<file path="config.mk">
export PLATFORM = sky130hd
export DESIGN_NAME = wrns_dist
export DESIGN_NICKNAME = d
export VERILOG_FILES = /design/src/hdl/wrns_pkg.sv /design/src/hdl/wrns_dist.sv
export SDC_FILE = /design/constraint.sdc
export NUM_CORES = 2
export LEC_CHECK = 0
export BUFFER_PORTS_ARGS = -buffer_cell sky130_fd_sc_hd__buf_2
export CAP_MARGIN = 40
export CORE_MARGIN = 5
export CORE_UTILIZATION = 55
export DETAILED_ROUTE_END_ITERATION = 7
export PLACE_DENSITY_LB_ADDON = 0.12
export SYNTH_ARGS = -nofsm -noshare
export SYNTH_HDL_FRONTEND = slang
export SYNTH_SLANG_ARGS = --single-unit
</file>
<file path="constraint.sdc">
create_clock -name clk_i -period 11.8 [get_ports clk_i]
set_input_delay 1.18 -clock clk_i [delete_from_list [all_inputs] [get_ports clk_i]]
set_output_delay 1.18 -clock clk_i [all_outputs]
set_load 0.005 [all_outputs]
</file>
<file path="src/hdl/wrns_pkg.sv">
// shared constants, codes and types of the windowed radius neighbor search unit
// no dependencies; imported by every other file of the block

package wrns_pkg;

  // parameter defaults
  localparam int unsigned MAX_POINTS_DEF  = 4096;
  localparam int unsigned MAX_BONDS_DEF   = 64;
  localparam int unsigned COORD_BITS_DEF  = 20;

  // fixed field widths
  localparam int unsigned COORD_W   = 20;
  localparam int unsigned INDEX_W   = 12;
  localparam int unsigned BOND_W    = 6;
  localparam int unsigned HORIZON_W = 44;
  localparam int unsigned WINDOW_W  = 13;
  localparam int unsigned CFG_IDX_W = 2;

  typedef enum logic [1:0] {
    STATUS_RESULT = 2'd0,
    STATUS_LOADED = 2'd1,
    STATUS_REJECT = 2'd2
  } status_e;

  localparam logic FUNC_LOAD  = 1'b0;
  localparam logic FUNC_QUERY = 1'b1;

  localparam logic [CFG_IDX_W-1:0] CFG_HORIZON_SQ     = 2'd0;
  localparam logic [CFG_IDX_W-1:0] CFG_SEARCH_WINDOW  = 2'd1;
  localparam logic [CFG_IDX_W-1:0] CFG_USE_THIRD_AXIS = 2'd2;

  // distance stage status toward the walk control
  typedef struct packed {
    logic valid;
    logic match;
  } hit_t;

endpackage

</file>
<file path="src/hdl/wrns_dist.sv">
// squared distance stage: holds the queried point, squares per axis, compares
// with the squared horizon; uses wrns_pkg (hit_t, widths)

module wrns_dist import wrns_pkg::*; #(
  parameter int unsigned COORD_BITS = COORD_BITS_DEF
) (
  input  logic                    clk_i,
  input  logic                    rst_ni,
  input  logic                    adv_i,
  input  logic                    flush_i,
  input  logic                    ld_ref_i,
  input  logic                    valid_i,
  input  logic [3*COORD_BITS-1:0] rdata_i,
  input  logic                    use_z_i,
  input  logic [HORIZON_W-1:0]    horizon_i,
  output hit_t                    hit_o
);

  localparam int unsigned CB    = COORD_BITS;
  localparam int unsigned SQ_W  = 2 * CB + 1;
  localparam int unsigned SUM_W = SQ_W + 2;
  localparam int unsigned CMP_W = (SUM_W > HORIZON_W) ? SUM_W : HORIZON_W;

  logic [3*CB-1:0] ref_q;
  logic            valid_q;
  logic [SQ_W-1:0] sqx_q, sqy_q, sqz_q;
  logic [SUM_W-1:0] sum;

  function automatic logic [SQ_W-1:0] sq_diff(input logic [CB-1:0] a, input logic [CB-1:0] b);
    logic signed [CB:0]     d;
    logic signed [2*CB+1:0] p;
    d = $signed({a[CB-1], a}) - $signed({b[CB-1], b});
    p = d * d;
    return p[SQ_W-1:0];
  endfunction

  always_ff @(posedge clk_i) begin
    if (ld_ref_i) begin
      ref_q <= rdata_i;
    end
    if (adv_i) begin
      sqx_q <= sq_diff(rdata_i[CB-1:0], ref_q[CB-1:0]);
      sqy_q <= sq_diff(rdata_i[2*CB-1:CB], ref_q[2*CB-1:CB]);
      sqz_q <= use_z_i ? sq_diff(rdata_i[3*CB-1:2*CB], ref_q[3*CB-1:2*CB]) : '0;
    end
  end

  always_ff @(posedge clk_i or negedge rst_ni) begin
    if (!rst_ni) begin
      valid_q <= 1'b0;
    end else if (flush_i) begin
      valid_q <= 1'b0;
    end else if (adv_i) begin
      valid_q <= valid_i;
    end
  end

  assign sum = SUM_W'(sqx_q) + SUM_W'(sqy_q) + SUM_W'(sqz_q);

  assign hit_o.valid = valid_q;
  assign hit_o.match = valid_q && (CMP_W'(sum) <= CMP_W'(horizon_i));

endmodule

</file>
# Yosys cells after proc, flatten, opt, wreduce, memory -nomap -nowiden
# Cells that the tools add are included.
word_totals:
  ff_bits: 184
  output_inout_bits: 2
  inputBits: 111
  elab_cells: 18
classes:
  n_mux: 2
  n_reduce_logical: 2
  mul: 3
  magnitude_cmp: 1
  n_addsub: 5
ops:
  columns: ["op", "n"]
  rows:
  - ["21-bit by 21-bit multiplier with 41-bit output", 3]
  - ["20-bit by 20-bit subtractor with 21-bit output", 3]
  - ["43-bit by 44-bit less-or-equal comparator with 1-bit output", 1]
  - ["42-bit by 41-bit adder with 43-bit output", 1]
  - ["41-bit by 41-bit adder with 42-bit output", 1]
  - ["1-bit 2-to-1 mux", 2]
  - ["2-bit nonzero test", 1]
  - ["1-bit logical AND", 1]

# Logic depth before layout (Yosys ltp)
depth:
  word_depth: 4
  mapped_depth: 41
  depth_no_buf: 40

# Least setup slack after synthesis
# No wires, ideal clock.
synth_timing:
  kind: "input -> register"
  startpoint: "in rdata_i[0]"
  endpoint: "reg sqx_q[40], data pin"
  path_slack_ns: 1.724
  path_stages: 37
  arrival_ns: 9.817
  cell_sequence: "inv_1 > ha_1 > fa_1 > nor2b_1 > o31a_1 > nor2_1 > o21ai_2 > a21o_1 > a221oi_2 > o31ai_1 > a31oi_2 > a21oi_2 > inv_1 > clkbuf_1 > nand2_1 > fa_1 > inv_1 > fa_1 > fa_1 > inv_1 > fa_1 > inv_1 > fa_1 > fa_1 > inv_1 > fa_1 > inv_1 > ha_1 > a21o_1 > a21oi_1 > a21oi_1 > nor2b_1 > a22o_1 > or4_1 > a31o_1 > a21oi_2 > xnor2_1"
synth_via:
  elab_chain_cells: 2
synth_rtl:
  columns: ["item", "line", "source"]
  rows:
  - ["start: declaration", "wrns_dist.sv:13", "input logic [3*COORD_BITS-1:0] rdata_i,"]
  - ["20-bit by 20-bit subtractor with 21-bit output", "wrns_dist.sv:32", "d = $signed({a[CB-1], a}) - $signed({b[CB-1], b});"]
  - ["21-bit by 21-bit multiplier with 41-bit output", "wrns_dist.sv:33", "p = d * d;"]
  - ["end signal: assignment", "wrns_dist.sv:42", "sqx_q <= sq_diff(rdata_i[CB-1:0], ref_q[CB-1:0]);"]
  - ["end: declaration", "wrns_dist.sv:26", "logic [SQ_W-1:0] sqx_q, sqy_q, sqz_q;"]
# No other way between the ends.
# A chain may end at the register's enable or synchronous reset.

# Final worst setup path
# Same ends and word-level chain as after synthesis.

==> out/qor.csv <==
metric;value;unit
Clock Sink Count;181;
Mapped Area;54700;um2
total area of sequential cells;5430;um2
Area Growth Syn to Fin;5.50;%
Setup violations, final;0;
Syn Inst Count;5699;
first-pass GRT wire length;219000;um
Total Die Area;106000;um2
vias in the first global route;41400;
fin crit share;90.0;%
cts hold-fix bufs;0;
Synth cell types;88;
Crit. End Element;flip-flop;
antenna-violating nets left;0;
CTS clock-pin slew for the worst setup and hold paths;0.09;ns
total iterations of the first detailed-routing run;5;
Post-CTS Setup Inserts;0;
EDFF count, synth;180;
synthesized flop and latch total;181;
DR iter-0 viols;2230;
vias per inst;5.34;
post-place instance area;57100;um2
Worst R2R Path Depth;35;
Num CTS Buffers;17;
DRT met1 WL;54700;um
Antenna Cells;0;
DRC Markers;0;
Port Buffers;112;
pin count of the biggest net entering global routing;63;
final wirelength;133000;um
Final Hold Fails;0;
fmax;94.1;MHz
post-synthesis sequential area ratio;9.93;%
dominant synthesized flop cell;edfxtp_1;
Worst-Margin Slew;0.798;ns
die height;325;um
via count;37900;
filler cell count;8775;
Worst setup SP type;input pin;
final estimated routing congestion in global placement;0.926;
worst endpoint data arrival time;10.88;ns
FFs w/ async S/R, synth;0.552;%
Critical Path Max Stage Delay;0.53;ns
total negative slack;0;ns
total grt overflow;0;
Slowest cell on crit path;fa_1;
Max transition margin;46.4;%
Initial Util;55.5;%
cell area after layout;57700;um2
antenna violations before repair;2;
metal3 WL;8800;um
row count;115;
count of final max-slew check failures;0;
DPL Wire Length;115000;um
CORE AREA;98600;um2
metal2 WL;65400;um
CTS root buf;clkbuf_16;
nets;7673;
Ys Warns;0;
Hold Crit Class;in2async;
clk buf depth;2;
Required @ worst endpoint;12.06;ns
area of the multi-input gates;42700;um2
Gates resized, CTS repair;0;
IO Pins;113;
layout cells sized above 1;4.97;%
final setup skew;0.0284;ns
H-tree Lvls;4;
chip width;325;um
Mapped Avg Cell Area;9.60;um2
All-Layer GR Usage;26.3;%
top sig layer;met5;
crit path max fanout;9;
status;finished clean;
cell mode on critical path;fa_1;
Period minus WS final;10.62;ns
RSZ-0062 raised after global routing;no;
max cap viols;0;
CTS tree;built;
clk_lat worst skew;0.52;ns
CP Class;in2reg;
wire per inst;18.8;um
==> layout by cell type (no fill, tap or decap), drive strengths merged, types with 9 or more instances in the layout <==
cell type | netlist | layout
inv | 1626 | 1631
fa | 1270 | 1270
ha | 492 | 492
nor2 | 485 | 485
nand2 | 430 | 430
buf | 22 | 195
edfxtp | 180 | 180
xnor2 | 169 | 169
a21oi | 166 | 166
a21o | 110 | 110
o21ai | 104 | 104
xor2 | 70 | 70
nand2b | 45 | 45
nor3 | 44 | 44
and2 | 43 | 43
nand3 | 34 | 34
o21a | 30 | 30
nor2b | 29 | 29
a211oi | 27 | 27
o21bai | 25 | 25
nand4 | 24 | 24
clkinv | 8 | 18
clkbuf | 92 | 17
a31o | 15 | 15
a31oi | 13 | 13
or2 | 13 | 13
o31ai | 12 | 12
and3 | 10 | 10
a2111oi | 9 | 9
==> cell families after synthesis <==
family          Yosys count  synth area share [%]
compound gates          574                  6.95
xor+xnor                239                  3.89
fa+ha+maj              1762                  57.7
buf+inv                1748                  12.0
flops                   181                  9.93
mux                       4                0.0755
other cells               2                0.0137
simple gates           1189                  9.37
==> worst paths after layout <==
check	start	to	slack, ns
worst max register to register	ref_q[1]$_DFFE_PP_	sqx_q[40]$_DFFE_PP_	1.55
max in group asynchronous	rst_ni	valid_q$_DFFE_PN0P_	11.31
min in group clk_i	flush_i	valid_q$_DFFE_PN0P_	0.79
worst min register to register	valid_q$_DFFE_PN0P_	valid_q$_DFFE_PN0P_	0.84
worst min-delay path	rst_ni	valid_q$_DFFE_PN0P_	0.41
worst max-delay path	rdata_i[0]	sqx_q[40]$_DFFE_PP_	1.18
==> through the flow <==
stage               instances  util [%]  setup slack, ns  hold slack, ns
floorplan                5700         -             1.72           0.526
detailed placement       7068      57.9            0.732           0.818
finish                   7100      58.6             1.18           0.412
CTS                      7100      58.6             1.25           0.371
global placement         7065      57.9            0.862           0.812
global route             7100      58.6            0.569           0.389
==> synth_stat cells, types with 4 or more instances <==
cell type	count	area share, %
nand2_1	430	3.0
a211oi_1	27	0.37
a211o_1	8	0.13
or3_1	5	0.057
clkinv_1	8	0.055
fa_1	1270	46
buf_2	15	0.14
or2_2	11	0.13
a31o_2	13	0.21
nand2b_1	45	0.51
a21boi_0	5	0.069
o21ai_0	97	0.89
edfxtp_1	180	9.9
o31a_1	4	0.064
o211ai_1	6	0.082
nor2b_1	29	0.33
and2_1	41	0.47
a21oi_2	4	0.064
ha_1	492	11
xor2_1	68	1.1
clkbuf_1	92	0.63
and3_1	10	0.11
inv_2	8	0.055
nand4_1	24	0.27
o22ai_1	5	0.057
xnor2_1	166	2.7
a2111oi_0	9	0.14
and4_1	7	0.11
nand3_1	34	0.31
o21bai_1	25	0.34
o31ai_1	11	0.15
nor3_1	41	0.38
a31oi_1	12	0.14
o21ai_1	4	0.037
inv_1	1618	11
nor3b_1	4	0.055
buf_1	5	0.034
a221oi_1	4	0.064
a21o_1	109	1.5
o21a_1	30	0.41
a21oi_1	162	1.5
nor2_1	485	3.3
==> routing by layer <==
| layer | up-vias | GRT usage, % |
|---|---|---|
| li1 | 17300 | - |
| met4 | 4 | 8.12 |
| met2 | 1134 | 44.5 |
| met3 | 234 | 4.25 |
| met1 | 19300 | 35.1 |
| met5 | - | 0 |
==> state kept, by name (all words and copies together), names as in the netlist <==
signal	count
sqx_q	40
valid_q	1
sqy_q	40
ref_q	60
sqz_q	40
==> worst max-delay path, delay by kind of cell <==
family / cells / cell delay [ns]
and+or+nand+nor: 5 / 1.01
buffers and inverters: 9 / 1.18
adders and majority gates: 10 / 4.47
AOI/OAI and AO/OA: 13 / 2.93
xor gates and xnor gates: 1 / 0.07
==> area by class of cell <==
| cell class | instances | share of cell area [%] |
|---|---|---|
| clock inverter | 15 | 0.312 |
| clock buffer | 17 | 0.737 |
| sequential | 181 | 9.41 |
| multi-input combinational | 3771 | 74.0 |
| inverter | 1634 | 10.6 |
| tap | 1287 | 2.79 |
| timing repair buffer | 195 | 2.16 |
Power is not shown: default switching activity piles up to over one toggle a cycle in this logic, so the estimate is an artifact.
